**src/hw/rtl/xua_pkg.sv**
```systemverilog
// ----------------------------------------------------------------------------
// xua_pkg
// Shared types, codes and entity tables for the attribute string unescaper.
// ----------------------------------------------------------------------------
package xua_pkg;

  // Number of named entities and the width of an entity index.
  localparam int NUM_ENT   = 11;
  localparam int ENT_IDX_W = 4;

  // Result kinds.
  localparam logic [1:0] KIND_DATA = 2'd0;
  localparam logic [1:0] KIND_TERM = 2'd1;
  localparam logic [1:0] KIND_END  = 2'd2;

  // Special characters.
  localparam logic [7:0] CH_BSLASH = 8'h5C;
  localparam logic [7:0] CH_AMP    = 8'h26;
  localparam logic [7:0] CH_LT     = 8'h3C;
  localparam logic [7:0] CH_GT     = 8'h3E;
  localparam logic [7:0] CH_SLASH  = 8'h2F;
  localparam logic [7:0] CH_SPACE  = 8'h20;
  localparam logic [7:0] CH_TAB    = 8'h09;
  localparam logic [7:0] CH_CR     = 8'h0D;
  localparam logic [7:0] CH_LF     = 8'h0A;
  localparam logic [7:0] CH_NUL    = 8'h00;

  // Main action of a request, after any entity flush.
  typedef enum logic [1:0] {
    OP_NONE = 2'd0,
    OP_DATA = 2'd1,
    OP_TERM = 2'd2,
    OP_REP  = 2'd3
  } op_t;

  // One queued command: the ordered list of results that one request causes.
  // Order: '&', prefix letters, prefix terminator, main action, second '&',
  // end-of-string marker.
  typedef struct packed {
    logic                 amp1;
    logic [ENT_IDX_W-1:0] pre_idx;
    logic [2:0]           pre_cnt;
    logic                 pre_term;
    op_t                  main_op;
    logic [7:0]           main_byte;
    logic [ENT_IDX_W-1:0] rep_idx;
    logic                 amp2;
    logic                 tail;
  } cmd_t;

  // Character at position pos of an entity name, closing ';' included.
  function automatic logic [7:0] ent_char(input logic [ENT_IDX_W-1:0] idx,
                                          input logic [2:0] pos);
    logic [63:0] w;
    logic [63:0] s;
    case (idx)
      4'd0:    w = {"nbsp;",   24'h0};
      4'd1:    w = {"gt;",     40'h0};
      4'd2:    w = {"lt;",     40'h0};
      4'd3:    w = {"quot;",   24'h0};
      4'd4:    w = {"amp;",    32'h0};
      4'd5:    w = {"ldquo;",  16'h0};
      4'd6:    w = {"rdquo;",  16'h0};
      4'd7:    w = {"mdash;",  16'h0};
      4'd8:    w = {"hellip;", 8'h0};
      4'd9:    w = {"bull;",   24'h0};
      4'd10:   w = {"middot;", 8'h0};
      default: w = '0;
    endcase
    s = w << {pos, 3'b000};
    return s[63:56];
  endfunction

  // Length of an entity name including the closing ';'.
  function automatic logic [2:0] ent_len(input logic [ENT_IDX_W-1:0] idx);
    logic [2:0] n;
    case (idx)
      4'd0:    n = 3'd5;
      4'd1:    n = 3'd3;
      4'd2:    n = 3'd3;
      4'd3:    n = 3'd5;
      4'd4:    n = 3'd4;
      4'd5:    n = 3'd6;
      4'd6:    n = 3'd6;
      4'd7:    n = 3'd6;
      4'd8:    n = 3'd7;
      4'd9:    n = 3'd5;
      4'd10:   n = 3'd7;
      default: n = 3'd0;
    endcase
    return n;
  endfunction

  // UTF-8 replacement byte at position pos.
  function automatic logic [7:0] rep_byte(input logic [ENT_IDX_W-1:0] idx,
                                          input logic [1:0] pos);
    logic [23:0] w;
    logic [23:0] s;
    case (idx)
      4'd0:    w = 24'h20_0000;
      4'd1:    w = 24'h3E_0000;
      4'd2:    w = 24'h3C_0000;
      4'd3:    w = 24'h22_0000;
      4'd4:    w = 24'h26_0000;
      4'd5:    w = 24'hE3_808E;
      4'd6:    w = 24'hE3_808F;
      4'd7:    w = 24'hEF_BC8D;
      4'd8:    w = 24'hE2_80A6;
      4'd9:    w = 24'hE2_80A2;
      4'd10:   w = 24'hC2_B700;
      default: w = '0;
    endcase
    s = w << {pos, 3'b000};
    return s[23:16];
  endfunction

  // Number of replacement bytes.
  function automatic logic [1:0] rep_len(input logic [ENT_IDX_W-1:0] idx);
    logic [1:0] n;
    case (idx)
      4'd0, 4'd1, 4'd2, 4'd3, 4'd4: n = 2'd1;
      4'd10:                        n = 2'd2;
      default:                      n = 2'd3;
    endcase
    return n;
  endfunction

endpackage

```
**src/hw/rtl/xua_queue.sv**
```systemverilog
// ----------------------------------------------------------------------------
// xua_queue
// Small command queue between the scanner and the result sequencer.
// ----------------------------------------------------------------------------
module xua_queue #(
  parameter int DEPTH = 4
) (
  input  logic          clk,
  input  logic          rst,
  input  logic          push,
  input  xua_pkg::cmd_t push_cmd,
  output logic          full,
  input  logic          pop,
  output logic          head_valid,
  output xua_pkg::cmd_t head
);
  import xua_pkg::*;

  localparam int PTR_W = (DEPTH > 1) ? $clog2(DEPTH) : 1;
  localparam int CNT_W = $clog2(DEPTH + 1);

  cmd_t             slots [DEPTH];
  logic [PTR_W-1:0] wr_ptr;
  logic [PTR_W-1:0] rd_ptr;
  logic [CNT_W-1:0] count;

  function automatic logic [PTR_W-1:0] ptr_inc(input logic [PTR_W-1:0] p);
    logic [PTR_W-1:0] n;
    if (p == PTR_W'(DEPTH - 1)) begin
      n = '0;
    end else begin
      n = p + 1'b1;
    end
    return n;
  endfunction

  assign full       = (count == CNT_W'(DEPTH));
  assign head_valid = (count != '0);
  assign head       = slots[rd_ptr];

  // Storage.
  always_ff @(posedge clk) begin
    if (push) begin
      slots[wr_ptr] <= push_cmd;
    end
  end

  // Pointers and fill count.
  always_ff @(posedge clk) begin
    if (rst) begin
      wr_ptr <= '0;
      rd_ptr <= '0;
      count  <= '0;
    end else begin
      if (push) begin
        wr_ptr <= ptr_inc(wr_ptr);
      end
      if (pop) begin
        rd_ptr <= ptr_inc(rd_ptr);
      end
      if (push && !pop) begin
        count <= count + 1'b1;
      end else if (pop && !push) begin
        count <= count - 1'b1;
      end
    end
  end

endmodule

```
**config.mk**
```make
export PLATFORM = sky130hd
export DESIGN_NAME = xua_queue
export DESIGN_NICKNAME = d
export VERILOG_FILES = /design/src/hw/rtl/xua_pkg.sv /design/src/hw/rtl/xua_queue.sv
export SDC_FILE = /design/constraint.sdc
export NUM_CORES = 1
export LEC_CHECK = 0
export ABC_CLOCK_PERIOD_IN_PS = 2590
export BUFFER_PORTS_ARGS = -buffer_cell sky130_fd_sc_hd__buf_2
export CAP_MARGIN = 5
export CORE_UTILIZATION = 50
export CTS_CLUSTER_SIZE = 40
export DETAILED_ROUTE_END_ITERATION = 6
export PLACE_DENSITY_LB_ADDON = 0.12
export SLEW_MARGIN = 10
export SYNTH_ARGS = -nofsm -noshare
export SYNTH_HDL_FRONTEND = slang
export SYNTH_SLANG_ARGS = --single-unit
```
**constraint.sdc**
```tcl
create_clock -name clk -period 2.59 [get_ports clk]
set_clock_uncertainty 0.15 [all_clocks]
set_input_delay 0.3885 -clock clk [delete_from_list [all_inputs] [get_ports clk]]
set_output_delay 0.3885 -clock clk [all_outputs]
set_load 0.005 [all_outputs]
```
After elaboration in Yosys (flattened, before gate mapping)
Memory sizes are Yosys's and may differ from the RTL's. A register that Yosys moved wholly into a read port is not among the register bits.
Index checks and enable logic that the tools add are counted.
- flip-flop bits (word level): 7
- bits in writable memories: 100
- input bits: 29
- output and inout port bits: 27
- word-level logic and storage cells: 25
- memories kept: 1
- add/subtract/negate cells: 4
- eq/ne operators: 3
- mux-type cells: 8
- reduce and logical (&&, ||, !) cells: 6
- memories (name ; depth ; width ; rd ports ; clocked after memory_dff ; write ports ; RTL line ; source):
    slots ; 4 ; 25 ; 1 ; 1 ; 1 ; xua_queue.sv:22 ; cmd_t slots [DEPTH];
- operator list (cell ; count):
    $mux W2 ; 4
    $mux W3 ; 2
    $add A2 B1 Y2 const B ; 2
    $eq A2 B2 Y1 const B ; 2
    $add A3 B1 Y3 const B ; 1
    $eq A3 B3 Y1 const B ; 1
    $reduce_bool A3 Y1 ; 1
    $sub A3 B1 Y3 const B ; 1
    $logic_and A1 B1 Y1 ; 2
    $logic_not A1 Y1 ; 2
    $mux W1 ; 2
    $reduce_bool A2 Y1 ; 1

Logic depth before layout (Yosys ltp)
Gate-level depths: netlist of run 1.
- depth in word-level cells: 4
- depth in mapped cells: 7
- depth with buffers taken out: 7

Least setup slack after synthesis of run 1
Ideal clock, no wire load.
- kind: in2reg
- start point: in pop
- end point: reg count[2]
- library setup time: 0.070 ns
- arrival time: 1.580 ns
- data required time: 2.370 ns
- slack: 0.790 ns
- stages on the path: 7
- path buffers: 0
- cell sequence: inv_1 > ha_1 > inv_1 > fa_1 > xor2_1 > or3_1 > a21oi_1
- word-level cells in the longest chain between the ends: 3
- elaborated cells on any way between the ends: 5
- those cells by class: mux: 1; reduce/logical: 4
- ends and longest elaborated chain (element ; RTL line ; source):
    from (decl) ; xua_queue.sv:13 ; input logic pop,
    $logic_not A1 Y1 ; xua_queue.sv:61 ; if (push && !pop) begin
    $logic_and A1 B1 Y1 ; xua_queue.sv:61 ;
    $mux W3 or $reduce_bool A2 Y1 (tied branches) ; n/a ;
    to (signal assigned) ; xua_queue.sv:62 ; count <= count + 1'b1;
    to (signal assigned) ; xua_queue.sv:64 ; count <= count - 1'b1;
    to (decl) ; xua_queue.sv:25 ; logic [CNT_W-1:0] count;
Parallel ways exist; a longest one is shown, timed or not.
A chain may end at the register's enable or synchronous reset.

==> results of run 1 <==
## cells by family after synthesis
group,synth area share
AOI/OAI and AO/OA,0.003668
DFF,0.7777
and+or+nand+nor,0.01926
adders and majority gates,0.02323
buffers and inverters,0.01987
muxes,0.1519
xor gates and xnor gates,0.004281
## metal layers
| layer | track usage | up-vias |
|---|---|---|
| met1 | 0.1974 | 960 |
| met3 | 0.04433 | 4 |
| met5 | 0 | - |
| li1 | - | 854 |
| met4 | 0.05859 | 0 |
| met2 | 0.2864 | 51 |
## cells in the mapped netlist (2+ instances only)
cell      number  area, um^2
and2_1         4       25.02
buf_12         2       40.04
ha_1           6       75.07
edfxtp_1     100        3003
mux4_2        20       450.4
nor2_1         7       26.28
nor3b_1        2       15.01
mux2i_1        4       40.04
xor2_1         2       17.52
inv_1          4       15.01
buf_2          2       10.01
a21oi_1        2       10.01
mux4_1         5       131.4
or3_1          2       12.51
dfxtp_1        9       180.2
## power breakdown
group          total (mW)  switching (mW)  leakage (nW)  internal [mW]
registers            2.04          0.0346         0.993           2.01
clock network       0.863           0.515        0.0817          0.347
logic               0.319           0.154         0.552          0.164
total                3.22           0.704          1.63           2.52
## final cells by class
| class | instances | area share |
|---|---|---|
| clock buffer | 10 | 0.02738 |
| clock inverter | 6 | 0.008054 |
| sequential | 109 | 0.6832 |
| timing repair buffer | 62 | 0.07302 |
| tap | 102 | 0.02738 |
| multi-input combinational | 56 | 0.1777 |
| inverter | 4 | 0.003221 |
## per-stage QoR
stage                     area, um^2  hold WS [ns]  power (mW)    util
after floorplan                 4093        0.3053       2.266       -
after global placement          4496        0.3256       2.390  0.5758
after detailed placement        4496        0.3678       2.411  0.5758
after CTS                       4661       0.07961       3.267  0.5970
after global routing            4661       0.07724       3.358  0.5970
final                           4661       0.09571       3.224  0.5970
## registers in the layout (all words and copies together) (netlist names), named ones only
signal / cells
count: 3
slots: 100
rd_ptr: 2
wr_ptr: 2
## how the worst min path moves through the flow
stage | endpoint | slack, ns
final | slots[0][23]$_DFFE_PP_ | 0.1
after global routing | slots[1][24]$_DFFE_PP_ | 0.08
after CTS | slots[3][11]$_DFFE_PP_ | 0.08
after detailed placement | count[2]$_SDFFE_PP0P_ | 0.37
after global placement | count[2]$_SDFFE_PP0P_ | 0.33
after floorplan | count[2]$_SDFFE_PP0P_ | 0.31
## worst reg2reg max path: cells and delay by family (launching register included)
family                   cells  cell delay, ns
adder cells (fa/ha/maj)      1            0.14
buffers and inverters        2            0.46
flip-flops                   1            0.37
AND/OR/NAND/NOR              1            0.30
## cell usage in the layout, fill, tap and decap left out, drive strengths merged
master    instances
edfxtp          100
buf              62
mux4             25
clkbuf           10
dfxtp             9
nor2              7
ha                6
inv               5
and2              4
mux2i             4
clkinv            4
or3               2
nor3b             2
xor2              2
a21oi             2
o21ai             1
fa                1
clkinvlp          1
==> results.yml, run 1 <==
setup_path:
  r2r_start: "wr_ptr[0]$_SDFFE_PP0P_"
  reg2reg_slack_ns: 0.85
  path_depth: 3
  worst_setup_path_end_kind: "output port"
  worstPathCellList: "buf_12 -> mux4_2 -> buf_2"
  cp_slowest_stage_delay_ns: 0.54
  cp_top_family: "flip-flops"
  reg2regPathDepth: 4
  slowest_stage: "dfxtp_2"
  crit_buf_inv: 2
  rr_endpoint: "slots[0][9]$_DFFE_PP_"
  startpoint_type: "flip-flop"
  critical_path_peak_fanout: 16
  setup.worst_path.end: "head[6]"
  crit_arrival_ns: 1.80
  path_class: "reg -> out"
  required_ns: 2.05
drt:
  drtPass1Iterations: 4
  ant_nets: 0
  drc: 0
  vias: 1869
  wl_per_cell_um: 18.41
  routed_wl_um: 6426
  vias_per_cell: 5.355
  dr_wl_met3_um: 320
  drt-initial-drc-count: 46
  wl_met1_um: 2638
  top_layer: "met4"
  wl_met2_um: 3408
sta:
  max_freq_mhz: 427.5
  slew_headroom: 0.7472
  drv_slew: 0
  min_period_over_period: 0.9031
  min_period_ns: 2.339
  grt_setup_unrepaired: "no"
  tightest_slew_ns: 0.3791
  hold_viol_final: 0
  setup_viol: 0
  setup_ws_ns: 0.2510
  finalSetupTns_ns: 0
global_routing:
  grt_max_degree: 26
  gr-usage-all-layers: 0.1646
  overflow: 0
  grt_pass1_vias: 1994
  grt_pass1_wl_um: 10140
  antenna_found_initial: 0
pwr:
  leakage_nw: 1.626
  power-per-cell-area_nw_per_um2: 691.8
  peakVddDrop_v: 0.0003592
cts:
  ctsResizeCount: 0
  post_cts_buffers: 0
  clockBufferDepth: 2
  cts_tree: "yes"
  h-tree-depth: 3
  cts_hold_buffers: 0
  root_buffer: "clkbuf_8"
  cts.clk_slew.worst_paths_ns: 0.10
  cts_sinks: 109
  clk_latency_ns: 0.35
  cts_made_buffers: 9
die:
  die_w_um: 92.47
  core_um2: 7807
  initial_core_util: 0.5242
  die_h_um: 92.47
  io_pins: 56
  die_area_um2: 8551
  placementRows: 32
final_layout:
  nets: 278
  register_area_um2: 3184
  multi_input_area_um2: 828.3
  drive_gt1_frac: 0.3887
  nFillCells: 582
  areaGrowthSynthToFinish_pct: 13.88
  final_cells: 349
  n_antenna_cell: 0
yosys:
  avgSynthCellArea_um2: 23.39
  yosysSeqAreaShare: 0.7777
  synthFlopType: "edfxtp_1"
  yosysUniqueCellTypes: 19
  ys_async_sr_fraction: 0
  syn_nets: 211
  synthesis.area_um2: 4093
  synth_edf_count: 100
  synth_cells: 175
  synth-seq-cells: 109
  ys_warn_count: 0
placement:
  pre_cts_ws_ns: 0.5038
  dpl.cell_count: 333
  dp_hpwl_um: 4297
  gp_congestion: 0.7132
  numPortBuffers: 55
worst_hold_path:
  min_path_cells: 1
  hold_path.class: "in -> reg"
  hp-start: "push_cmd[23]"
run:
  maxCapViolations: 0
status:
  outcome: "completed"
(Power assumes the default switching activity.)
==> run 2, diff against run 1 <==
--- a/config.mk
+++ b/config.mk
@@ -5,7 +5,7 @@
 export SDC_FILE = /design/constraint.sdc
 export NUM_CORES = 1
 export LEC_CHECK = 0
-export ABC_CLOCK_PERIOD_IN_PS = 2590
+export ABC_CLOCK_PERIOD_IN_PS = 2000
 export BUFFER_PORTS_ARGS = -buffer_cell sky130_fd_sc_hd__buf_2
 export CAP_MARGIN = 5
 export CORE_UTILIZATION = 50
==> constraint.sdc (replaced) <==
create_clock -name clk -period 2 [get_ports clk]
set_clock_uncertainty 0.15 [all_clocks]
set_input_delay 0.3 -clock clk [delete_from_list [all_inputs] [get_ports clk]]
set_output_delay 0.3 -clock clk [all_outputs]
set_load 0.005 [all_outputs]
==> run 2 against run 1 <==
The run now ends with negative setup slack left. Power grew 32%. Register-to-register slack lost 0.50 ns. Flip-flop and latch count is the same. Combinational power grew 47%. Core utilization grew 2.3 points. Non-clock buffer count grew 11. Sequential power grew 29%. Global-route usage grew 0.23 points. Critical path depth is the same. Critical path type unchanged. Critical endpoint is now head[24]. Largest cell class unchanged. Largest power group unchanged.
==> results.yml, run 2 (same netlist as run 1, synthesis figures left out) <==
sta:
  tightest_slew_ns: 0.3988
  min_period_over_period: 1.032
  min_period_ns: 2.064
  setup_viol: 22
  hold_viol_final: 0
  setup_ws_ns: -0.06391
  max_freq_mhz: 484.5
  slew_headroom: 0.7342
  grt_setup_unrepaired: "yes"
  finalSetupTns_ns: -0.8185
  drv_slew: 0
placement:
  pre_cts_ws_ns: 0.06592
  gp_congestion: 0.7010
  dp_hpwl_um: 4404
  placed_area_um2: 4556
  numPortBuffers: 55
global_routing:
  gr-usage-all-layers: 0.1669
  grt_max_degree: 21
  overflow: 0
  grt_pass1_wl_um: 10180
  antenna_found_initial: 0
  grt_pass1_vias: 1993
die:
  placementRows: 32
  die_area_um2: 8551
  io_pins: 56
  die_h_um: 92.47
  die_w_um: 92.47
  core_um2: 7807
  initial_core_util: 0.5242
worst_hold_path:
  hold_path.class: "in -> reg"
final_layout:
  layout_common_cells: "edfxtp_1, buf_2, mux4_2"
  nets: 289
  finish.instance_area_um2: 4837
  areaGrowthSynthToFinish_pct: 18.19
  largest-register: "slots"
  final_common_cell: "edfxtp_1"
  reg_top3: "slots x100, count x3"
  n_antenna_cell: 0
  drive_gt1_frac: 0.4109
  largest_register_ffs: 100
  fin_util: 0.6196
drt:
  drtPass1Iterations: 4
  routed_wl_um: 6701
  ant_nets: 0
  vias_per_cell: 5.317
  drc: 0
  drt-initial-drc-count: 99
  vias: 1914
  wl_per_cell_um: 18.61
setup_path:
  path_class: "reg -> out"
  startpoint_type: "flip-flop"
  required_ns: 1.55
  worst_setup_path_end_kind: "output port"
  crit_arrival_ns: 1.61
  critical_path_peak_fanout: 8
cts:
  cts_sinks: 109
  clk_latency_ns: 0.35
  root_buffer: "clkbuf_8"
  clockBufferDepth: 2
  h-tree-depth: 3
  cts_tree: "yes"
  cts_made_buffers: 9
  cts.clk_slew.worst_paths_ns: 0.09
  post_cts_buffers: 0
run:
  maxCapViolations: 0
pwr:
  power-per-cell-area_nw_per_um2: 878.0
  peakVddDrop_v: 0.0004415
  leakage_nw: 1.687
status:
  failed_checks: "negative setup slack"
  outcome: "finished, violations left"
-- run 2: changes by cell type in the layout (fill, tap and decap cells not counted), moves of 2 or more --
cell           previous run  this run
dlygate4sd3_1             0         6
mux4_1                    5         0
mux4_2                   20        25
buf_12                    1         5
clkbuf_16                 0         2
clkinv_4                  1         3
-- run 2: worst paths after layout --
kind                                from                      to  slack, ns  cells past startpoint
setup / recovery               flip-flop                head[24]      -0.06                      3
hold / removal               push_cmd[1]   slots[3][1]$_DFFE_PP_       0.01                      1
setup reg to reg  wr_ptr[0]$_SDFFE_PP0P_  slots[2][11]$_DFFE_PP_       0.35                      4
hold reg to reg    count[2]$_SDFFE_PP0P_   count[2]$_SDFFE_PP0P_       0.36                      2
-- run 2: cell type report --
type / count / area, um^2
multi-input combinational: 56 / 809.5
clock buffer: 11 / 131.4
clock inverter: 5 / 37.54
sequential: 109 / 3187
timing repair buffer: 73 / 529.3
fill: 572 / 2970
tap: 102 / 127.6
inverter: 4 / 15.01
-- run 2: metrics by stage --
stage / std cells / hold WS, ns / power [mW]
finish: 360 / 0.01097 / 4.247
global route: 360 / 0.0007841 / 4.402
CTS: 357 / 0.0004681 / 4.257
detailed placement: 336 / 0.3403 / 3.138
global placement: 336 / 0.3248 / 3.112
floorplan: 175 / 0.2191 / 2.934
-- run 2: repair_timing --
action / 4_1_cts / 5_1_grt
resized for setup: 4 / 6
endpoints found under the setup margin: 25 / 25
gates cloned: 0 / 2
hold endpoints to repair: 17 / 3
hold buffers: 5 / 1
-- run 2: critical path: stages (launching register included) --
cell	delay (ns)
dfxtp_4	0.43
clkbuf_16	0.19
mux4_2	0.50
buf_2	0.14
-- run 2: report_power, final --
part,internal [mW],total [mW],switching (mW)
clock,0.457,1.13,0.676
sequential,2.60,2.64,0.0445
combinational,0.257,0.470,0.213
total,3.31,4.25,0.933
-- run 2: per-layer routing --
metal,vias to the layer above,GRT usage,routed length (um)
met5,-,0,0
met1,988,0.1937,2676
met3,10,0.03202,234
met4,0,0.06771,108
li1,866,-,-
met2,50,0.3031,3682
==> run 3, diff against run 2 <==
--- a/config.mk
+++ b/config.mk
@@ -5,6 +5,7 @@
 export SDC_FILE = /design/constraint.sdc
 export NUM_CORES = 1
 export LEC_CHECK = 0
+export ABC_AREA = 1
 export ABC_CLOCK_PERIOD_IN_PS = 2000
 export BUFFER_PORTS_ARGS = -buffer_cell sky130_fd_sc_hd__buf_2
 export CAP_MARGIN = 5
==> run 3 against run 2 <==
The flow now finishes without violations. Clock-buffer cell count unchanged. Fmax rose by 3.8%. Power up 3.5%. Critical path type unchanged. Critical endpoint is now head[5]. Largest cell class unchanged. Highest routed layer unchanged.
==> results.yml, run 3 <==
status:
  outcome: "completed"
drt:
  routed_wl_um: 7670
  wl_per_cell_um: 15.59
  ant_nets: 0
  drc: 0
  vias: 2577
  vias_per_cell: 5.238
  drt-initial-drc-count: 118
  drtPass1Iterations: 4
final_layout:
  final_common_cell: "edfxtp_1"
  largest-register: "slots"
  layout_common_cells: "edfxtp_1, nor2_1, buf_2"
  nets: 422
  drive_gt1_frac: 0.2231
  reg_top3: "slots x100, count x3"
  largest_register_ffs: 100
  areaGrowthSynthToFinish_pct: 19.21
  finish.instance_area_um2: 4970
  n_antenna_cell: 0
  final_cells: 492
die:
  die_area_um2: 8707
  placementRows: 32
  die_h_um: 93.31
  core_um2: 7888
  initial_core_util: 0.5286
  io_pins: 56
  die_w_um: 93.31
sta:
  drv_slew: 0
  finalSetupTns_ns: 0
  max_freq_mhz: 502.8
  setup_ws_ns: 0.01103
  setup_viol: 0
  tightest_slew_ns: 0.2748
  hold_viol_final: 0
  grt_setup_unrepaired: "yes"
  slew_headroom: 0.8168
  timing.hold.ws_ns: 0.01623
  min_period_over_period: 0.9945
  min_period_ns: 1.989
setup_path:
  reg2reg_slack_ns: 0.55
  required_ns: 1.55
  crit_arrival_ns: 1.54
  reg2regPathDepth: 4
  rr_endpoint: "slots[3][7]$_DFFE_PP_"
  critical_path_peak_fanout: 26
  startpoint_type: "flip-flop"
  cp_slowest_stage_delay_ns: 0.37
  worst_setup_path_end_kind: "output port"
  slowest_stage: "dfxtp_2"
  path_class: "reg -> out"
  r2r_start: "wr_ptr[0]$_SDFFE_PP0P_"
  worstPathCellList: "buf_4 -> o21ai_0 -> o22ai_1 -> buf_2"
placement:
  numPortBuffers: 55
  dp_hpwl_um: 4765
  placed_area_um2: 4597
  pre_cts_ws_ns: 0.3217
  dpl.cell_count: 459
  gp_congestion: 0.7488
yosys:
  synthFlopType: "edfxtp_1"
  synthesis.area_um2: 4169
  syn_nets: 338
  yosysMostFrequentCell: "edfxtp_1"
  yosysSeqAreaShare: 0.7635
  yosysUniqueCellTypes: 20
  synth_area_leaders: "edfxtp_1, nor2_1, o21ai_0"
  synth_cells: 302
  synth_top_cell_by_area: "edfxtp_1"
  ys_async_sr_fraction: 0
  avgSynthCellArea_um2: 13.80
  netlist_top_cells_count: "edfxtp_1, nor2_1, o21ai_0"
  synth-seq-cells: 109
  ys_warn_count: 0
  yosys.area.top_type_share: 0.7203
  synth_edf_count: 100
run:
  maxCapViolations: 0
pwr:
  leakage_nw: 1.850
  peakVddDrop_v: 0.0005352
  power-per-cell-area_nw_per_um2: 884.2
global_routing:
  met2_usage: 0.2862
  grt_pass1_wl_um: 11940
  overflow: 0
  grt-busiest-layer: "met2"
  grt_pass1_vias: 2469
  gr-usage-all-layers: 0.1847
  grt_use_met1: 0.2577
  use_met3: 0.03089
  grt_max_degree: 27
  antenna_found_initial: 0
worst_hold_path:
  hold_path.class: "in -> reg"
  hold_end: "slots[1][20]$_DFFE_PP_"
  hp-start: "push_cmd[20]"
  min_path_cells: 1
cts:
  cts_tree: "yes"
  root_buffer: "clkbuf_8"
  cts_sinks: 109
  clockBufferDepth: 2
  post_cts_buffers: 0
  h-tree-depth: 3
  cts_made_buffers: 9
  cts.clk_slew.worst_paths_ns: 0.10
  clk_latency_ns: 0.34
## run 3: how the worst max path moves through the flow
| stage | to | slack, ns | cells after the start |
|---|---|---|---|
| floorplan | slots[3][0]$_DFFE_PP_ | 0.38 | 3 |
| global placement | count[2]$_SDFFE_PP0P_ | 0.33 | 11 |
| detailed placement | count[2]$_SDFFE_PP0P_ | 0.32 | 11 |
| CTS | head[7] | 0.004 | 4 |
| global route | head[5] | -0.05 | 4 |
| finish | head[5] | 0.01 | 4 |
## run 3: worst max-delay path, delay by kind of cell, from the launching register on
kind | cells | cell delay [ns]
AO/OA/AOI/OAI | 2 | 0.38
buffers and inverters | 2 | 0.44
flip-flops | 1 | 0.37
## run 3: logic make-up after synthesis
group,synth area share
XOR/XNOR,0.002101
flip-flops,0.7635
adder cells (fa/ha/maj),0.02281
buffers and inverters,0.03932
AND/OR/NAND/NOR,0.06752
AO/OA/AOI/OAI,0.1047
## run 3: layout make-up
cell class,count,area [um^2]
clock buffers,11,131.4
clock inverters,4,50.05
fillers,614,2918
inverters,16,65.06
multi-input cells,162,822.0
flip-flops and latches,109,3186
well taps,102,127.6
repair buffers,88,588.1
## run 3: through the flow
step	total power [mW]	utilization
2_1_floorplan	2.952	-
3_3_place_gp	3.158	0.5828
3_5_place_dp	3.168	0.5828
4_1_cts	4.435	0.6294
5_1_grt	4.569	0.6301
6_report	4.394	0.6301
## run 3: what timing repair did
item	4_1_cts	5_1_grt
gates resized for setup	2	2
hold buffers	18	0
pin swaps	0	0
hold endpoints to repair	65	0
setup endpoints to repair	6	18
## run 3: where the power goes
| group | leakage, nW | internal, mW | switching, mW |
|---|---|---|---|
| clock network | 0.0854 | 0.572 | 0.681 |
| registers | 0.994 | 2.59 | 0.0370 |
| logic | 0.771 | 0.217 | 0.293 |
## run 3: layer usage
metal / share of wire / routed length [um]
met1: 0.46 / 3530
met5: 0 / 0
met4: 0.010 / 79
met2: 0.49 / 3726
met3: 0.044 / 334
