File: config.mk
export PLATFORM = sky130hd
export DESIGN_NAME = xua_back
export DESIGN_NICKNAME = d
export VERILOG_FILES = /design/src/hw/rtl/xua_pkg.sv /design/src/hw/rtl/xua_back.sv
export SDC_FILE = /design/constraint.sdc
export NUM_CORES = 1
export LEC_CHECK = 0
export BUFFER_PORTS_ARGS = -buffer_cell sky130_fd_sc_hd__buf_2
export CAP_MARGIN = 20
export CORE_UTILIZATION = 45
export DETAILED_ROUTE_END_ITERATION = 8
export GPL_ROUTABILITY_DRIVEN = 0
export PLACE_DENSITY_LB_ADDON = 0.2
export SLEW_MARGIN = 20
export SYNTH_ARGS = -nofsm -noshare
export SYNTH_HDL_FRONTEND = slang
export SYNTH_SLANG_ARGS = --single-unit
File: constraint.sdc
create_clock -name clk -period 4.1 [get_ports clk]
set_input_delay 0.41 -clock clk [delete_from_list [all_inputs] [get_ports clk]]
set_output_delay 0.41 -clock clk [all_outputs]
set_load 0.02 [all_outputs]
File: src/hw/rtl/xua_pkg.sv
// ----------------------------------------------------------------------------
// xua_pkg
// Shared types, codes and entity tables for the attribute string unescaper.
// ----------------------------------------------------------------------------
package xua_pkg;

  // Number of named entities and the width of an entity index.
  localparam int NUM_ENT   = 11;
  localparam int ENT_IDX_W = 4;

  // Result kinds.
  localparam logic [1:0] KIND_DATA = 2'd0;
  localparam logic [1:0] KIND_TERM = 2'd1;
  localparam logic [1:0] KIND_END  = 2'd2;

  // Special characters.
  localparam logic [7:0] CH_BSLASH = 8'h5C;
  localparam logic [7:0] CH_AMP    = 8'h26;
  localparam logic [7:0] CH_LT     = 8'h3C;
  localparam logic [7:0] CH_GT     = 8'h3E;
  localparam logic [7:0] CH_SLASH  = 8'h2F;
  localparam logic [7:0] CH_SPACE  = 8'h20;
  localparam logic [7:0] CH_TAB    = 8'h09;
  localparam logic [7:0] CH_CR     = 8'h0D;
  localparam logic [7:0] CH_LF     = 8'h0A;
  localparam logic [7:0] CH_NUL    = 8'h00;

  // Main action of a request, after any entity flush.
  typedef enum logic [1:0] {
    OP_NONE = 2'd0,
    OP_DATA = 2'd1,
    OP_TERM = 2'd2,
    OP_REP  = 2'd3
  } op_t;

  // One queued command: the ordered list of results that one request causes.
  // Order: '&', prefix letters, prefix terminator, main action, second '&',
  // end-of-string marker.
  typedef struct packed {
    logic                 amp1;
    logic [ENT_IDX_W-1:0] pre_idx;
    logic [2:0]           pre_cnt;
    logic                 pre_term;
    op_t                  main_op;
    logic [7:0]           main_byte;
    logic [ENT_IDX_W-1:0] rep_idx;
    logic                 amp2;
    logic                 tail;
  } cmd_t;

  // Character at position pos of an entity name, closing ';' included.
  function automatic logic [7:0] ent_char(input logic [ENT_IDX_W-1:0] idx,
                                          input logic [2:0] pos);
    logic [63:0] w;
    logic [63:0] s;
    case (idx)
      4'd0:    w = {"nbsp;",   24'h0};
      4'd1:    w = {"gt;",     40'h0};
      4'd2:    w = {"lt;",     40'h0};
      4'd3:    w = {"quot;",   24'h0};
      4'd4:    w = {"amp;",    32'h0};
      4'd5:    w = {"ldquo;",  16'h0};
      4'd6:    w = {"rdquo;",  16'h0};
      4'd7:    w = {"mdash;",  16'h0};
      4'd8:    w = {"hellip;", 8'h0};
      4'd9:    w = {"bull;",   24'h0};
      4'd10:   w = {"middot;", 8'h0};
      default: w = '0;
    endcase
    s = w << {pos, 3'b000};
    return s[63:56];
  endfunction

  // Length of an entity name including the closing ';'.
  function automatic logic [2:0] ent_len(input logic [ENT_IDX_W-1:0] idx);
    logic [2:0] n;
    case (idx)
      4'd0:    n = 3'd5;
      4'd1:    n = 3'd3;
      4'd2:    n = 3'd3;
      4'd3:    n = 3'd5;
      4'd4:    n = 3'd4;
      4'd5:    n = 3'd6;
      4'd6:    n = 3'd6;
      4'd7:    n = 3'd6;
      4'd8:    n = 3'd7;
      4'd9:    n = 3'd5;
      4'd10:   n = 3'd7;
      default: n = 3'd0;
    endcase
    return n;
  endfunction

  // UTF-8 replacement byte at position pos.
  function automatic logic [7:0] rep_byte(input logic [ENT_IDX_W-1:0] idx,
                                          input logic [1:0] pos);
    logic [23:0] w;
    logic [23:0] s;
    case (idx)
      4'd0:    w = 24'h20_0000;
      4'd1:    w = 24'h3E_0000;
      4'd2:    w = 24'h3C_0000;
      4'd3:    w = 24'h22_0000;
      4'd4:    w = 24'h26_0000;
      4'd5:    w = 24'hE3_808E;
      4'd6:    w = 24'hE3_808F;
      4'd7:    w = 24'hEF_BC8D;
      4'd8:    w = 24'hE2_80A6;
      4'd9:    w = 24'hE2_80A2;
      4'd10:   w = 24'hC2_B700;
      default: w = '0;
    endcase
    s = w << {pos, 3'b000};
    return s[23:16];
  endfunction

  // Number of replacement bytes.
  function automatic logic [1:0] rep_len(input logic [ENT_IDX_W-1:0] idx);
    logic [1:0] n;
    case (idx)
      4'd0, 4'd1, 4'd2, 4'd3, 4'd4: n = 2'd1;
      4'd10:                        n = 2'd2;
      default:                      n = 2'd3;
    endcase
    return n;
  endfunction

endpackage

File: src/hw/rtl/xua_back.sv
// ----------------------------------------------------------------------------
// xua_back
// Result sequencer: walks the head command, one result per unstalled cycle.
// ----------------------------------------------------------------------------
module xua_back (
  input  logic          clk,
  input  logic          rst,
  input  logic          head_valid,
  input  xua_pkg::cmd_t head,
  output logic          pop,
  output logic          out_valid,
  input  logic          out_ready,
  output logic [7:0]    out_byte,
  output logic [1:0]    kind,
  output logic          out_last
);
  import xua_pkg::*;

  typedef enum logic [5:0] {
    SEG_AMP1  = 6'b000001,
    SEG_PRE   = 6'b000010,
    SEG_PTERM = 6'b000100,
    SEG_MAIN  = 6'b001000,
    SEG_AMP2  = 6'b010000,
    SEG_TAIL  = 6'b100000
  } seg_t;

  seg_t       seg;
  logic [2:0] cnt;
  logic       started;

  logic [5:0] en;
  logic [5:0] first_v;
  logic [5:0] cur_v;
  logic [5:0] above;
  logic [5:0] next_v;
  seg_t       cur;
  logic [2:0] cnt_cur;
  logic       more_in;
  logic       res_last;
  logic       adv;
  logic [7:0] res_byte;
  logic [1:0] res_kind;

  // Segments that this command uses, in emission order.
  assign en = {head.tail, head.amp2, head.main_op != OP_NONE, head.pre_term,
               head.pre_cnt != 3'd0, head.amp1};
  assign first_v = en & (~en + 6'd1);
  assign cur_v   = started ? seg : first_v;
  assign cur     = seg_t'(cur_v);
  assign cnt_cur = started ? cnt : 3'd0;

  // Whether this segment has more bytes, and which segment follows.
  assign more_in = ((cur == SEG_PRE) && (cnt_cur != head.pre_cnt - 3'd1)) ||
                   ((cur == SEG_MAIN) && (head.main_op == OP_REP) &&
                    (cnt_cur != {1'b0, rep_len(head.rep_idx)} - 3'd1));
  assign above    = en & ~((cur_v << 1) - 6'd1);
  assign next_v   = above & (~above + 6'd1);
  assign res_last = !more_in && (above == 6'd0);

  // Result for the current position.
  always_comb begin
    res_byte = 8'h00;
    res_kind = KIND_DATA;
    case (cur)
      SEG_AMP1, SEG_AMP2: begin
        res_byte = CH_AMP;
      end
      SEG_PRE: begin
        res_byte = ent_char(head.pre_idx, cnt_cur);
      end
      SEG_PTERM: begin
        res_kind = KIND_TERM;
      end
      SEG_MAIN: begin
        case (head.main_op)
          OP_DATA: res_byte = head.main_byte;
          OP_TERM: res_kind = KIND_TERM;
          OP_REP:  res_byte = rep_byte(head.rep_idx, cnt_cur[1:0]);
          default: res_byte = 8'h00;
        endcase
      end
      SEG_TAIL: begin
        res_kind = KIND_END;
      end
      default: begin
        res_byte = 8'h00;
      end
    endcase
  end

  assign adv = head_valid && (!out_valid || out_ready);
  assign pop = adv && res_last;

  // Position within the head command.
  always_ff @(posedge clk) begin
    if (rst) begin
      started <= 1'b0;
      seg     <= SEG_AMP1;
      cnt     <= '0;
    end else if (adv) begin
      if (res_last) begin
        started <= 1'b0;
      end else begin
        started <= 1'b1;
        if (more_in) begin
          seg <= cur;
          cnt <= cnt_cur + 3'd1;
        end else begin
          seg <= seg_t'(next_v);
          cnt <= '0;
        end
      end
    end
  end

  // Output register.
  always_ff @(posedge clk) begin
    if (rst) begin
      out_valid <= 1'b0;
    end else if (adv) begin
      out_valid <= 1'b1;
    end else if (out_ready) begin
      out_valid <= 1'b0;
    end
  end

  always_ff @(posedge clk) begin
    if (adv) begin
      out_byte <= res_byte;
      kind     <= res_kind;
      out_last <= res_last;
    end
  end

endmodule

# --- Word-level counts from Yosys, hierarchy flattened ---
# Memories as Yosys holds them, arrays and structs flattened.
# Index checks and enable logic that the tools add are counted.
totals:
  register_bits: 22
  rom_bits: 1088
  inputBits: 29
  out_inout_bits: 13
  elab_cells: 73
  memories: 2
op_classes:
  addsub: 6
  eq_ne: 16
  shift: 2
  n_mux: 15
  bitwise_logic: 7
  reduce_logical: 18
mem_list:
  columns: ["memory", "words", "word_bits", "rd", "rd_ports_with_merged_regs", "wr", "line_no", "text"]
  rows:
  - ["(name not given)", 16, 47, 1, 0, 0, "xua_pkg.sv:56", "case (idx)"]
  - ["(name not given)", 16, 21, 1, 0, 0, "xua_pkg.sv:99", "case (idx)"]
op_table:
  columns: ["cell", "n"]
  rows:
  - ["2-to-1 mux 64 bit", 1]
  - ["<< shifter 64 x 6 -> 64 bit", 1]
  - ["2-to-1 mux 24 bit", 2]
  - ["case mux 8 bit (3 select lines)", 1]
  - ["<< shifter 24 x 5 -> 24 bit", 1]
  - ["AND 6 bit", 3]
  - ["inverter 6 bit", 3]
  - ["case mux 8 bit (2 select lines)", 1]
  - ["adder 6 x 1 -> 6 bit (second input constant)", 2]
  - ["2-to-1 mux 6 bit", 2]
  - ["== test 4 x 2 -> 1 bit (second input constant)", 2]
  - ["== test 6 x 1 -> 1 bit (second input constant)", 1]
  - ["== test 6 x 2 -> 1 bit (second input constant)", 1]
  - ["== test 6 x 3 -> 1 bit (second input constant)", 1]
  - ["== test 6 x 4 -> 1 bit (second input constant)", 1]
  - ["== test 6 x 5 -> 1 bit (second input constant)", 1]
  - ["== test 6 bit (second input constant)", 1]
  - ["logical AND 1 bit", 6]
  - ["logical NOT 6 bit", 1]
  - ["2-to-1 mux 3 bit", 2]
  - ["inequality test 3 bit", 2]
  - ["case mux 2 bit (3 select lines)", 1]
  - ["subtractor 6 x 1 -> 6 bit (second input constant)", 1]
  - ["OR reduction 5 bit", 1]
  - ["other kinds (18)", 25]

# --- Longest topological paths before layout ---
# Gate-level depths: netlist (run 1).
depth:
  word_depth: 13
  mapped_depth: 15
  ltp_nobuf: 14

# --- Worst setup path after synthesis (run 1) ---
# OpenSTA, ideal clock, no wires.
synth_path:
  path_kind: "register to output"
  startpoint: "register started"
  endpoint: "output port pop"
  arrival_time_ns: 2.700
  required_ns: 3.690
  path_slack_ns: 0.990
  path_stages_with_launch: 12
  path_cell_list: "dfxtp_1 clkbuf_1 clkbuf_1 nor3_1 a21oi_1 ha_1 nand2_1 o21ai_0 a211oi_1 nor2b_1 nand4_2 nor2_1"
synth_between:
  elab_chain_len: 8
synth_rtl:
  columns: ["element", "line_no", "text"]
  rows:
  - ["from (decl)", "xua_back.sv:30", "logic started;"]
  - ["from (signal assigned)", "xua_back.sv:98", "started <= 1'b0;"]
  - ["from (signal assigned)", "xua_back.sv:103", "started <= 1'b0;"]
  - ["from (signal assigned)", "xua_back.sv:105", "started <= 1'b1;"]
  - ["parallel branches: the longest is 6 deep, another holds subtractor 6 x 1 -> 6 bit", null, null]
  - ["logical AND 1 bit *", "xua_back.sv:59", "assign res_last = !more_in && (above == 6'd0);"]
  - ["logical AND 1 bit *", "xua_back.sv:93", "assign pop = adv && res_last;"]
  - ["to (decl)", "xua_back.sv:10", "output logic pop,"]
# Mark *: on every way between the ends.

# --- Worst setup path in the final report (run 1) ---
# Same ends and word-level chain as after synthesis.

==> summary.md, run 1 <==
| Metric | Value |
|---|---|
| Maximum clock insertion buffer count | `2` |
| H-tree depth | `1` |
| VDD IR max | `around 150 uV` |
| Average via count per standard cell | `5.891` |
| Wire length per cell | `about 14 um` |
| Dpl hpwl | `4.794 mm` |
| TritonCTS clock tree | `built` |
| Fraction of layout instances using a drive strength above 1 | `0.1583` |
| Setup CP Type | `reg2out` |
| Leading cell type by number of instances after synthesis | `sky130_fd_sc_hd__nand2_1` |
| Largest net degree at the start of global routing | `26` |
| Largest area contributor in the synthesized netlist | `sky130_fd_sc_hd__edfxtp_1` |
| I/O pin count | `between 40 and 50` |
| Post-synth EDFFs | `11` |
| DRT Wirelength | `just over 6 mm` |
| Number of antenna violations at the first check in global routing | `0` |
| Cell count after synthesis | `between 300 and 400` |
| Final design area excluding fillers | `2731 um2` |
| Cell types with the largest area share after synthesis | `sky130_fd_sc_hd__edfxtp_1 (14%), sky130_fd_sc_hd__ha_1 (9.8%), sky130_fd_sc_hd__dfxtp_1 (9.0%), sky130_fd_sc_hd__o21ai_0 (6.4%), sky130_fd_sc_hd__a21oi_1 (5.3%)` |
| Fraction of power consumed by sequential logic | `0.413` |
| Total Routing Usage GR | `0.2231` |
| Reg2Reg Launch Point | `started` |
| Synthesized flop and latch total | `22` |
| Reg-to-reg setup timing slack | `0.84 ns` |
| Number of I/O port buffers | `41` |
| Register clock-pin slew on the reported worst setup and hold paths | `~0.09 ns` |
| Unique masters post-synth | `roughly 60` |
| Drt initial violations | `250` |
| Total placed instance area | `around 2700 um2` |
| Min cycle time layout | `~3.6 ns` |
| Relative slew margins | `0.5911` |
| Yosys warning total | `0` |
| Endpoint with the worst hold slack | `out_valid` |
| Pins over their slew limit | `0` |
| Clk Latency, worst-skew pair | `roughly 0.27 ns` |
| Cell chosen for the clock root | `sky130_fd_sc_hd__clkbuf_8` |
| DR pass1 iterations | `5` |
| Critical register-to-register path endpoint | `seg[3]` |
| Power share of the combinational group | `0.338` |
| Hold path cells | `3` |
| Via count of the first global-routing pass | `between 2k and 2.5k` |
| Die Y | `75.56 um` |
| Routed via count | `2533` |
| Worst hold path type | `in2reg` |
| Post-route clock skew | `between 0.015 and 0.02 ns` |
| Internal power contribution | `just over 0.4 mW` |
| Max Clk Rate | `276.1 MHz` |
| Number of nets in the synthesized netlist | `around 380` |
| Die area | `5709 um2` |
| Pwr Total | `0.6233 mW` |
| Quantity of gates resized following cts | `0` |
| Inserted Diodes | `0` |
| Req. time, crit path | `3.69 ns` |
| Fin Setup TNS | `0 ns` |
| Average footprint of a synthesized cell | `roughly 7.4 um2` |
| Outcome | `complete, no violations` |
| Arrival time of the worst setup path | `~3.2 ns` |
| Number of cells on the worst reg-to-reg path | `9` |
| Area growth from synthesis to final layout | `12.18%` |
| Area share of the leading cell type in the synthesized netlist | `0.1357` |
| Number of standard-cell rows in the floorplan | `26` |
| Number of buffers created by CTS | `3` |
| Peak fanout along the critical path | `14` |
| Count of unresolved DRC violations after routing | `0` |
| Share of synthesized flip-flops with an asynchronous set or reset | `0` |
| Std-Cell Core Area | `between 5000 and 6000 um2` |
| Most common library cells after synthesis | `sky130_fd_sc_hd__nand2_1 (34), sky130_fd_sc_hd__o21ai_0 (31), sky130_fd_sc_hd__nor2_1 (27), sky130_fd_sc_hd__a21oi_1 (26), sky130_fd_sc_hd__inv_1 (22)` |
| Overall die width | `75.56 um` |
| Transition time at the pin with the least slew margin | `between 0.6 and 0.7 ns` |
| Fraction of power consumed by the clock network | `0.249` |
| Share of the yosys chip area belonging to registers | `0.2261` |
| Category of the worst setup path capture point | `output pin` |
| Total Nets Final | `a little over 400` |
| Post-route antenna net violation count | `0` |
| Setup repair bufs after CTS | `0` |
| Static Leakage | `roughly 1.2 nW` |
| Setup violation total in the final timing report | `0` |
| Sw power | `between 0.2 and 0.25 mW` |
| Fin crit share | `0.8835` |
| Clock Sink Count | `22` |
| RSZ-0062 raised after global routing | `false` |
| Count of maximum capacitance violations | `0` |
| Number of hold buffers added after CTS | `0` |
| Sw Ratio | `0.3370` |
| Netlist area before placement | `2435 um2` |
| Startpoint of the worst hold path | `head_valid` |
| Worst Hold Margin | `approximately 0.38 ns` |
| Count of final hold-check violations | `0` |
| Commonest register cell after synthesis | `sky130_fd_sc_hd__edfxtp_1` |
| Initial standard-cell utilization of the core | `0.4707` |
| Global-route congestion overflow total | `0` |
| Critical Path Start Type | `register` |
| Wire length of the first global-routing pass | `~10 mm` |
| Ratio of total power to cell area | `228.2 nW/um2` |
## final cells by class
cell class	count	area, um2
clock buffers	4	55.05
fillers	500	2441
inverters	24	90.09
multi-input cells	266	1720
flip-flops and latches	22	550.5
well taps	70	87.58
repair buffers	44	227.7
## power groups by stage
stage,registers [mW],clock network (mW),logic [mW]
after floorplan,0.270,0,0.140
after global placement,0.262,0,0.207
after detailed placement,0.262,0,0.207
after CTS,0.257,0.154,0.208
after global routing,0.260,0.164,0.235
final,0.257,0.155,0.211
## cells in the final DEF (no fill, tap or decap), types with 3 or more instances in the layout
| cell type | synthesis | final |
|---|---|---|
| sky130_fd_sc_hd__edfxtp_1 | 11 | 11 |
| sky130_fd_sc_hd__o221ai_1 | 5 | 5 |
| sky130_fd_sc_hd__nand3_1 | 9 | 9 |
| sky130_fd_sc_hd__buf_4 | 0 | 3 |
| sky130_fd_sc_hd__clkbuf_8 | 0 | 4 |
| sky130_fd_sc_hd__and2_1 | 4 | 4 |
| sky130_fd_sc_hd__a41oi_1 | 3 | 3 |
| sky130_fd_sc_hd__a221oi_1 | 3 | 3 |
| sky130_fd_sc_hd__nand2_1 | 34 | 34 |
| sky130_fd_sc_hd__o21a_1 | 4 | 4 |
| sky130_fd_sc_hd__and3_1 | 3 | 3 |
| sky130_fd_sc_hd__a31oi_1 | 9 | 9 |
| sky130_fd_sc_hd__xnor2_1 | 5 | 5 |
| sky130_fd_sc_hd__inv_1 | 22 | 22 |
| sky130_fd_sc_hd__a211oi_1 | 4 | 4 |
| sky130_fd_sc_hd__o21ai_0 | 31 | 31 |
| sky130_fd_sc_hd__dfxtp_1 | 11 | 11 |
| sky130_fd_sc_hd__nor3_1 | 11 | 11 |
| sky130_fd_sc_hd__a21oi_1 | 26 | 26 |
| sky130_fd_sc_hd__buf_2 | 2 | 41 |
| sky130_fd_sc_hd__a21o_1 | 3 | 3 |
| sky130_fd_sc_hd__ha_1 | 19 | 19 |
| sky130_fd_sc_hd__nor2b_1 | 10 | 10 |
| sky130_fd_sc_hd__o21ai_1 | 3 | 3 |
| sky130_fd_sc_hd__nand4_1 | 5 | 5 |
| sky130_fd_sc_hd__mux2i_1 | 6 | 6 |
| sky130_fd_sc_hd__o22ai_1 | 5 | 5 |
| sky130_fd_sc_hd__nor2_1 | 27 | 27 |
## layer usage
layer,vias to the layer above,wire length [um],global-route usage
met5,-,0,0
met4,0,42,0.03909
met3,4,524,0.04233
met2,109,2708,0.3522
met1,1142,2944,0.3199
li1,1278,-,-
## worst max-delay path by stage
stage	startpoint	end	slack, ns	depth (start not counted)
CTS	started	pop	0.54	8
global route	started	pop	0.18	9
global placement	head[17]	pop	0.71	11
detailed placement	head[17]	pop	0.62	13
floorplan	started	pop	0.99	11
finish	started	pop	0.48	9
## per-stage QoR
stage,util,instances,setup WS [ns]
floorplan,-,331,0.9904
global placement,0.5174,426,0.7146
detailed placement,0.5174,426,0.6208
CTS,0.5281,430,0.5432
global route,0.5281,430,0.1784
finish,0.5281,430,0.4777
## worst max-delay path, stage by stage, from the launching register on
cell	delay (ns)
sky130_fd_sc_hd__dfxtp_1	0.61
sky130_fd_sc_hd__mux2i_1	0.55
sky130_fd_sc_hd__ha_1	0.34
sky130_fd_sc_hd__nand2_1	0.08
sky130_fd_sc_hd__o21ai_0	0.13
sky130_fd_sc_hd__a211oi_1	0.39
sky130_fd_sc_hd__nor2b_1	0.28
sky130_fd_sc_hd__nand4_2	0.20
sky130_fd_sc_hd__nor2_1	0.16
sky130_fd_sc_hd__buf_2	0.19
## cells by family after synthesis
logic type,synth area share
compound gates,0.3196
flops,0.2261
simple gates,0.2431
fa+ha+maj,0.09764
mux,0.02467
xor+xnor,0.02158
buf+inv,0.06731
## registers in the layout, indices dropped and copies added, names as in the netlist
signal,flops
kind,2
seg,6
out_valid,1
out_byte,8
out_last,1
cnt,3
started,1
Power figures use the tool's default switching activity.
==> run 2: changes to the inputs <==
--- a/config.mk
+++ b/config.mk
@@ -10,7 +10,7 @@
 export CORE_UTILIZATION = 45
 export DETAILED_ROUTE_END_ITERATION = 8
 export GPL_ROUTABILITY_DRIVEN = 0
-export PLACE_DENSITY_LB_ADDON = 0.2
+export PLACE_DENSITY_LB_ADDON = 0.3
 export SLEW_MARGIN = 20
 export SYNTH_ARGS = -nofsm -noshare
 export SYNTH_HDL_FRONTEND = slang
==> constraint.sdc (replaced) <==
create_clock -name clk -period 4.2 [get_ports clk]
set_input_delay 0.42 -clock clk [delete_from_list [all_inputs] [get_ports clk]]
set_output_delay 0.42 -clock clk [all_outputs]
set_load 0.02 [all_outputs]
==> run 2 against run 1 <==
- setup slack better by 0.13 ns
- non-clock buffer count is the same
- die area is the same
- sequential share of layout area is 0.083 points lower
- final area rose by 0.41%
- highest routed layer unchanged
- combinational power is 2% lower
- via count increased by 1.2%
==> summary.md, run 2 (same netlist as run 1, synthesis figures left out) <==
| Metric | Value |
|---|---|
| Endpoint with the worst hold slack | `out_valid` |
| Fraction of power consumed by the clock network | `0.275 (+0.026)` |
| Dpl hpwl | `4.871 mm (+1.6%)` |
| Post-route clock skew | `0.01303 ns (-0.002784 ns)` |
| Die Y | `75.56 um (unchanged)` |
| Peak fanout along the critical path | `14 (unchanged)` |
| Fin Setup TNS | `0 ns (unchanged)` |
| Reg2Reg Launch Point | `started` |
| Static Leakage | `1.175 nW (+0.44%)` |
| Overall die width | `75.56 um (unchanged)` |
| Fraction of power consumed by sequential logic | `0.397 (-0.016)` |
| Number of standard-cell rows in the floorplan | `26 (unchanged)` |
| Biggest register | `out_byte` |
| WP buf/inv | `2 (+1)` |
| Startpoint of the worst hold path | `head_valid` |
| I/O pin count | `42 (unchanged)` |
| TritonCTS clock tree | `built` |
| RSZ-0062 raised after global routing | `false` |
| Relative slew margins | `0.5403 (-0.05084)` |
| Hold path cells | `3 (unchanged)` |
| Fin crit share | `0.8555` |
| Worst hold path type | `in2reg` |
| Sw Ratio | `0.3292 (-0.007740)` |
| Sw power | `0.2076 mW (-1.2%)` |
| Min cycle time layout | `between 3 and 4 ns` |
| Count of unresolved DRC violations after routing | `0 (unchanged)` |
| Number of antenna violations at the first check in global routing | `0 (unchanged)` |
| Number of buffers created by CTS | `3 (unchanged)` |
| Transition time at the pin with the least slew margin | `0.6800 ns (+0.07520 ns)` |
| Fraction of layout instances using a drive strength above 1 | `0.1583 (unchanged)` |
| VDD IR max | `113.5 uV (-24%)` |
| Ratio of total power to cell area | `229.9 nW/um2 (+0.73%)` |
| Number of cells on the worst reg-to-reg path | `11 (+2)` |
| Via count of the first global-routing pass | `2215 (+2.6%)` |
| Reg-to-reg setup timing slack | `0.98 ns (+0.14 ns)` |
| Wire length per cell | `14.70 um (+1.6%)` |
| Critical register-to-register path endpoint | `seg[3]` |
| # placed instances | `426 (unchanged)` |
| Post-route antenna net violation count | `0 (unchanged)` |
| Register clock-pin slew on the reported worst setup and hold paths | `0.09 ns (about the same)` |
| Largest register FFs | `8 (unchanged)` |
| Number of I/O port buffers | `41 (unchanged)` |
| Top cell family by delay on the critical path | `simple AND/OR/NAND/NOR gates` |
| DRT Wirelength | `6.321 mm (+1.6%)` |
| Power share of the combinational group | `0.328 (-0.010)` |
| Outcome | `complete, no violations` |
| Arrival time of the worst setup path | `3.17 ns (-0.04 ns)` |
| Setup repair bufs after CTS | `0 (unchanged)` |
| Req. time, crit path | `3.78 ns (+0.09 ns)` |
| Routed via count | `2563 (+1.2%)` |
| Setup violation total in the final timing report | `0 (unchanged)` |
| Die area | `5709 um2 (unchanged)` |
| Area growth from synthesis to final layout | `12.64%` |
| Largest net degree at the start of global routing | `26 (unchanged)` |
| Cell chosen for the clock root | `sky130_fd_sc_hd__clkbuf_8` |
| Drt initial violations | `213 (-15%)` |
| Commonest cells after routing, fill and taps aside | `sky130_fd_sc_hd__buf_2 (41), sky130_fd_sc_hd__nand2_1 (34), sky130_fd_sc_hd__o21ai_0 (31)` |
| Critical Path Start Type | `register` |
| Quantity of gates resized following cts | `0 (unchanged)` |
| Global-route congestion overflow total | `0 (unchanged)` |
| Cell type of the slowest stage on the worst timing path | `sky130_fd_sc_hd__dfxtp_1` |
| H-tree depth | `1 (unchanged)` |
| Post-route insts no fill | `430 (unchanged)` |
| Average via count per standard cell | `5.960 (+1.2%)` |
| Clk Latency, worst-skew pair | `0.27 ns (about the same)` |
| Total Nets Final | `409 (unchanged)` |
| Wire length of the first global-routing pass | `10.19 mm (+2.0%)` |
| Initial standard-cell utilization of the core | `0.4707 (unchanged)` |
| Number of hold buffers added after CTS | `0 (unchanged)` |
| CP Cell Sequence | `buf_4, nor3_1, a21oi_1, ha_1, nand3_1, or3b_4, a311o_1, nand4_2, nor2_1, buf_2` |
| Category of the worst setup path capture point | `output pin` |
| Maximum clock insertion buffer count | `2 (unchanged)` |
| Total Routing Usage GR | `0.2294 (+0.006263)` |
| Post-placement worst setup slack | `0.6724 ns (+0.05165 ns)` |
| Pins over their slew limit | `0 (unchanged)` |
| Delay of the slowest cell on the worst path | `0.52 ns (-0.09 ns)` |
| Inserted Diodes | `0 (unchanged)` |
| Internal power contribution | `0.4229 mW (+2.3%)` |
| Max Clk Rate | `278.3 MHz` |
| DR pass1 iterations | `5 (unchanged)` |
| Share of the core filled with cells in the final layout | `0.5302 (+0.002177)` |
| Std-Cell Core Area | `5172 um2 (unchanged)` |
| Setup CP Type | `reg2out` |
| Clock Sink Count | `22 (unchanged)` |
| Number of filler instances in the final layout | `503 (+0.60%)` |
| Largest registers | `out_byte: 8 flops, seg: 6 flops, cnt: 3 flops` |
| Count of maximum capacitance violations | `0 (unchanged)` |
| Commonest non-fill, non-tap cell in the layout | `sky130_fd_sc_hd__buf_2` |
| Final critical-path setup slack | `0.6069 ns (+0.1292 ns)` |
| Count of final hold-check violations | `0 (unchanged)` |
## run 2: cell counts in the layout (fill, tap and decap cells not counted)
Identical to the previous run, type by type.
## run 2: tightest hold or removal path, delay by kind of cell
family	cells	cell delay, ns
AO/OA/AOI/OAI	1	0.05
buffers and inverters	2	0.14
## run 2: power groups by stage
stage,Sequential [mW],Combinational (mW),Clock (mW)
after CTS,0.250,0.204,0.175
after global routing,0.253,0.231,0.184
after global placement,0.255,0.201,0
final,0.251,0.207,0.173
after floorplan,0.263,0.136,0
after detailed placement,0.255,0.203,0
## run 2: layout make-up
cell class / instances / area (um2) / area share
sequential: 22 / 550.5 / 0.2007
multi-input combinational: 266 / 1720 / 0.6273
inverter: 24 / 90.09 / 0.03285
clock buffer: 4 / 66.31 / 0.02418
timing repair buffer: 44 / 227.7 / 0.08303
tap: 70 / 87.58 / 0.03193
## run 2: metal layers
metal	vias to the layer above	wire length [um]	share of wire	global-route usage
li1	1280	-	-	-
met1	1182	3036	0.48	0.3403
met2	95	2890	0.46	0.3552
met3	6	329	0.052	0.02381
met4	0	64	0.010	0.05556
met5	-	0	0	0
## run 2: how the worst max path moves through the flow
stage,to,slack (ns),cells after the start,start
4_1_cts,pop,0.62,10,started
2_1_floorplan,pop,1.08,11,started
5_1_grt,pop,0.35,11,started
3_3_place_gp,pop,0.80,11,head[17]
6_report,pop,0.61,10,started
3_5_place_dp,pop,0.67,11,head[17]
## run 2: per-stage QoR
stage               hold slack, ns  power, mW  instance area, um2
floorplan                   0.4413     0.3997                2435
global placement            0.4672     0.4561                2676
detailed placement          0.4704     0.4587                2676
CTS                         0.3887     0.6300                2743
global route                0.3955     0.6687                2743
finish                      0.3915     0.6304                2743
==> run 3: changes to the inputs <==
--- a/config.mk
+++ b/config.mk
@@ -11,7 +11,7 @@
 export DETAILED_ROUTE_END_ITERATION = 8
 export GPL_ROUTABILITY_DRIVEN = 0
 export PLACE_DENSITY_LB_ADDON = 0.3
-export SLEW_MARGIN = 20
+export REMOVE_ABC_BUFFERS = 1
 export SYNTH_ARGS = -nofsm -noshare
 export SYNTH_HDL_FRONTEND = slang
 export SYNTH_SLANG_ARGS = --single-unit
==> constraint.sdc (replaced) <==
create_clock -name clk -period 4.2 [get_ports clk]
set_input_delay 0.84 -clock clk [delete_from_list [all_inputs] [get_ports clk]]
set_output_delay 0.84 -clock clk [all_outputs]
set_load 0.02 [all_outputs]
==> run 3 against run 2 <==
- clock power about the same
- sequential share of layout area is 0.70 points lower
- critical path depth grew 1
- non-clock buffer count increased by 9
- sequential power about the same
- utilization up 1.9 points
- hold slack improved by 0.081 ns
- largest cell class unchanged
- largest power group unchanged
==> summary.md, run 3 (same netlist as run 1, synthesis figures left out) <==
| Metric | Value |
|---|---|
| Top cell family by delay on the critical path | `simple AND/OR/NAND/NOR gates` |
| Overall die width | `75.56 um (unchanged)` |
| Endpoint with the worst hold slack | `seg[2]` |
| Cell type of the slowest stage on the worst timing path | `sky130_fd_sc_hd__or4b_4` |
| Max Clk Rate | `246.7 MHz (-11%)` |
| Routed via count | `2702 (+5.4%)` |
| Post-route antenna net violation count | `0 (unchanged)` |
| CP Cell Sequence | `buf_2, inv_1, ha_1, ha_2, or4b_4, o21ai_4, or3b_4, a311o_1, nand4_2, nor2_1, buf_2` |
| Number of buffers created by CTS | `3 (unchanged)` |
| Largest register FFs | `8 (unchanged)` |
| I/O pin count | `42 (unchanged)` |
| Number of I/O port buffers | `41 (unchanged)` |
| Worst hold path type | `reg2reg` |
| Dpl hpwl | `4.985 mm (+2.4%)` |
| Clock Sink Count | `22 (unchanged)` |
| Die Y | `75.56 um (unchanged)` |
| Largest net degree at the start of global routing | `26 (unchanged)` |
| Total placed instance area | `2729 um2 (+2.0%)` |
| Fin crit share | `0.9652 (+0.1097)` |
| WP buf/inv | `3 (+1)` |
| Transition time at the pin with the least slew margin | `0.5644 ns (-0.1156 ns)` |
| H-tree depth | `1 (unchanged)` |
| Setup CP Type | `in2out` |
| Total Nets Final | `418 (+2.2%)` |
| Req. time, crit path | `3.36 ns (-0.42 ns)` |
| RSZ-0062 raised after global routing | `false` |
| Wire length of the first global-routing pass | `10.82 mm (+6.2%)` |
| Commonest non-fill, non-tap cell in the layout | `sky130_fd_sc_hd__buf_2` |
| Setup violation total in the final timing report | `0 (unchanged)` |
| TritonCTS clock tree | `built` |
| Via count of the first global-routing pass | `2338 (+5.6%)` |
| Number of cells on the worst reg-to-reg path | `11 (unchanged)` |
| DR pass1 iterations | `5 (unchanged)` |
| Final design area excluding fillers | `2841 um2 (+3.6%)` |
| VDD IR max | `156.1 uV (+37%)` |
| Area growth from synthesis to final layout | `16.70%` |
| Cell chosen for the clock root | `sky130_fd_sc_hd__clkbuf_8` |
| Largest registers | `out_byte: 8 flops, seg: 6 flops, cnt: 3 flops` |
| DRT Wirelength | `6.686 mm (+5.8%)` |
| Average via count per standard cell | `6.155 (+3.3%)` |
| Peak fanout along the critical path | `6 (-8)` |
| Register clock-pin slew on the reported worst setup and hold paths | `0.09 ns (about the same)` |
| Count of unresolved DRC violations after routing | `0 (unchanged)` |
| CP most frequent cell | `sky130_fd_sc_hd__buf_2` |
| Drt initial violations | `340 (+60%)` |
| Global-route congestion overflow total | `0 (unchanged)` |
| Number of antenna violations at the first check in global routing | `0 (unchanged)` |
| Number of standard-cell rows in the floorplan | `26 (unchanged)` |
| Std-Cell Core Area | `5172 um2 (unchanged)` |
| Commonest cells after routing, fill and taps aside | `sky130_fd_sc_hd__buf_2 (41), sky130_fd_sc_hd__nand2_1 (34), sky130_fd_sc_hd__o21ai_0 (31)` |
| Ratio of total power to cell area | `226.8 nW/um2 (-1.3%)` |
| Delay of the slowest cell on the worst path | `0.52 ns (about the same)` |
| Share of the core filled with cells in the final layout | `0.5493 (+0.01911)` |
| Worst Hold Margin | `0.4726 ns (+0.08110 ns)` |
| Arrival time of the worst setup path | `3.21 ns (+0.04 ns)` |
| Hold path cells | `2 (-1)` |
| Reg-to-reg setup timing slack | `1.22 ns (+0.24 ns)` |
| Initial standard-cell utilization of the core | `0.4707 (unchanged)` |
| Critical Path Start Type | `input port` |
| Static Leakage | `1.229 nW (+4.6%)` |
| Relative slew margins | `0.6233 (+0.08307)` |
| Fraction of layout instances using a drive strength above 1 | `0.1951 (+0.03679)` |
| Critical register-to-register path endpoint | `seg[3]` |
| Category of the worst setup path capture point | `output pin` |
| Count of final hold-check violations | `0 (unchanged)` |
| Wire length per cell | `15.23 um (+3.6%)` |
| Clk Latency, worst-skew pair | `0.27 ns (about the same)` |
| Inserted Diodes | `0 (unchanged)` |
| Startpoint of the worst hold path | `seg[2]` |
| Pins over their slew limit | `0 (unchanged)` |
| Maximum clock insertion buffer count | `2 (unchanged)` |
| Reg2Reg Launch Point | `started` |
| Outcome | `complete, no violations` |
| Min cycle time layout | `4.054 ns (+0.4606 ns)` |
| Count of maximum capacitance violations | `0 (unchanged)` |
| Biggest register | `out_byte` |
| Total Routing Usage GR | `0.2425 (+0.01314)` |
| Post-route clock skew | `0.01449 ns (+0.001451 ns)` |
| Die area | `5709 um2 (unchanged)` |
## run 3: repair_timing
action	4_1_cts	5_1_grt
gates resized for setup	2	5
setup buffers	0	2
endpoints found under the setup margin	1	1
hold buffers	0	0
pin swaps	0	1
gates cloned	0	0
## run 3: how the worst max path moves through the flow
stage	slack [ns]	to	start	cells after the start
floorplan	0.27	pop	head[17]	9
global placement	0.06	pop	head[17]	13
detailed placement	-0.08	pop	head[17]	13
CTS	0.007	pop	head[17]	13
global route	0.009	pop	head[17]	14
finish	0.15	pop	head[17]	11
## run 3: power breakdown
part / internal (mW) / total (mW) / switching [mW]
Clock: 0.103 / 0.171 / 0.0676
Combinational: 0.0873 / 0.221 / 0.134
Sequential: 0.241 / 0.252 / 0.0106
Total: 0.432 / 0.644 / 0.212
## run 3: cell type report
class | instances | area [um2]
fill | 498 | 2331
multi-input combinational | 266 | 1752
clock buffer | 4 | 66.31
inverter | 24 | 90.09
tap | 70 | 87.58
sequential | 22 | 550.5
timing repair buffer | 53 | 295.3
## run 3: layer usage
metal / track usage / share of wire / up-vias
met2: 0.3889 / 0.46 / 133
met4: 0.06996 / 0.017 / 0
met1: 0.3392 / 0.45 / 1255
li1: - / - / 1300
met5: 0 / 0 / -
met3: 0.03307 / 0.073 / 14
## run 3: worst reg2reg max path: stages, from the launching register on
cell and delay (ns):
sky130_fd_sc_hd__dfxtp_1 0.65, sky130_fd_sc_hd__mux2i_1 0.33, sky130_fd_sc_hd__buf_4 0.18, sky130_fd_sc_hd__ha_1 0.14, sky130_fd_sc_hd__inv_1 0.04, sky130_fd_sc_hd__or4_1 0.56, sky130_fd_sc_hd__o21bai_2 0.28, sky130_fd_sc_hd__nand4_2 0.11
sky130_fd_sc_hd__buf_4 0.13, sky130_fd_sc_hd__inv_2 0.05, sky130_fd_sc_hd__o211a_1 0.21, sky130_fd_sc_hd__a41o_1 0.21
## run 3: metrics by stage
| stage | worst slack, ns | cells | setup TNS [ns] | power [mW] |
|---|---|---|---|---|
| final | 0.1463 | 439 | 0 | 0.6443 |
| after global routing | 0.008668 | 439 | 0 | 0.6826 |
| after CTS | 0.007389 | 437 | 0 | 0.6410 |
| after detailed placement | -0.08434 | 433 | -0.08434 | 0.4663 |
| after global placement | 0.05914 | 433 | 0 | 0.4640 |
| after floorplan | 0.2709 | 312 | 0 | 0.3895 |
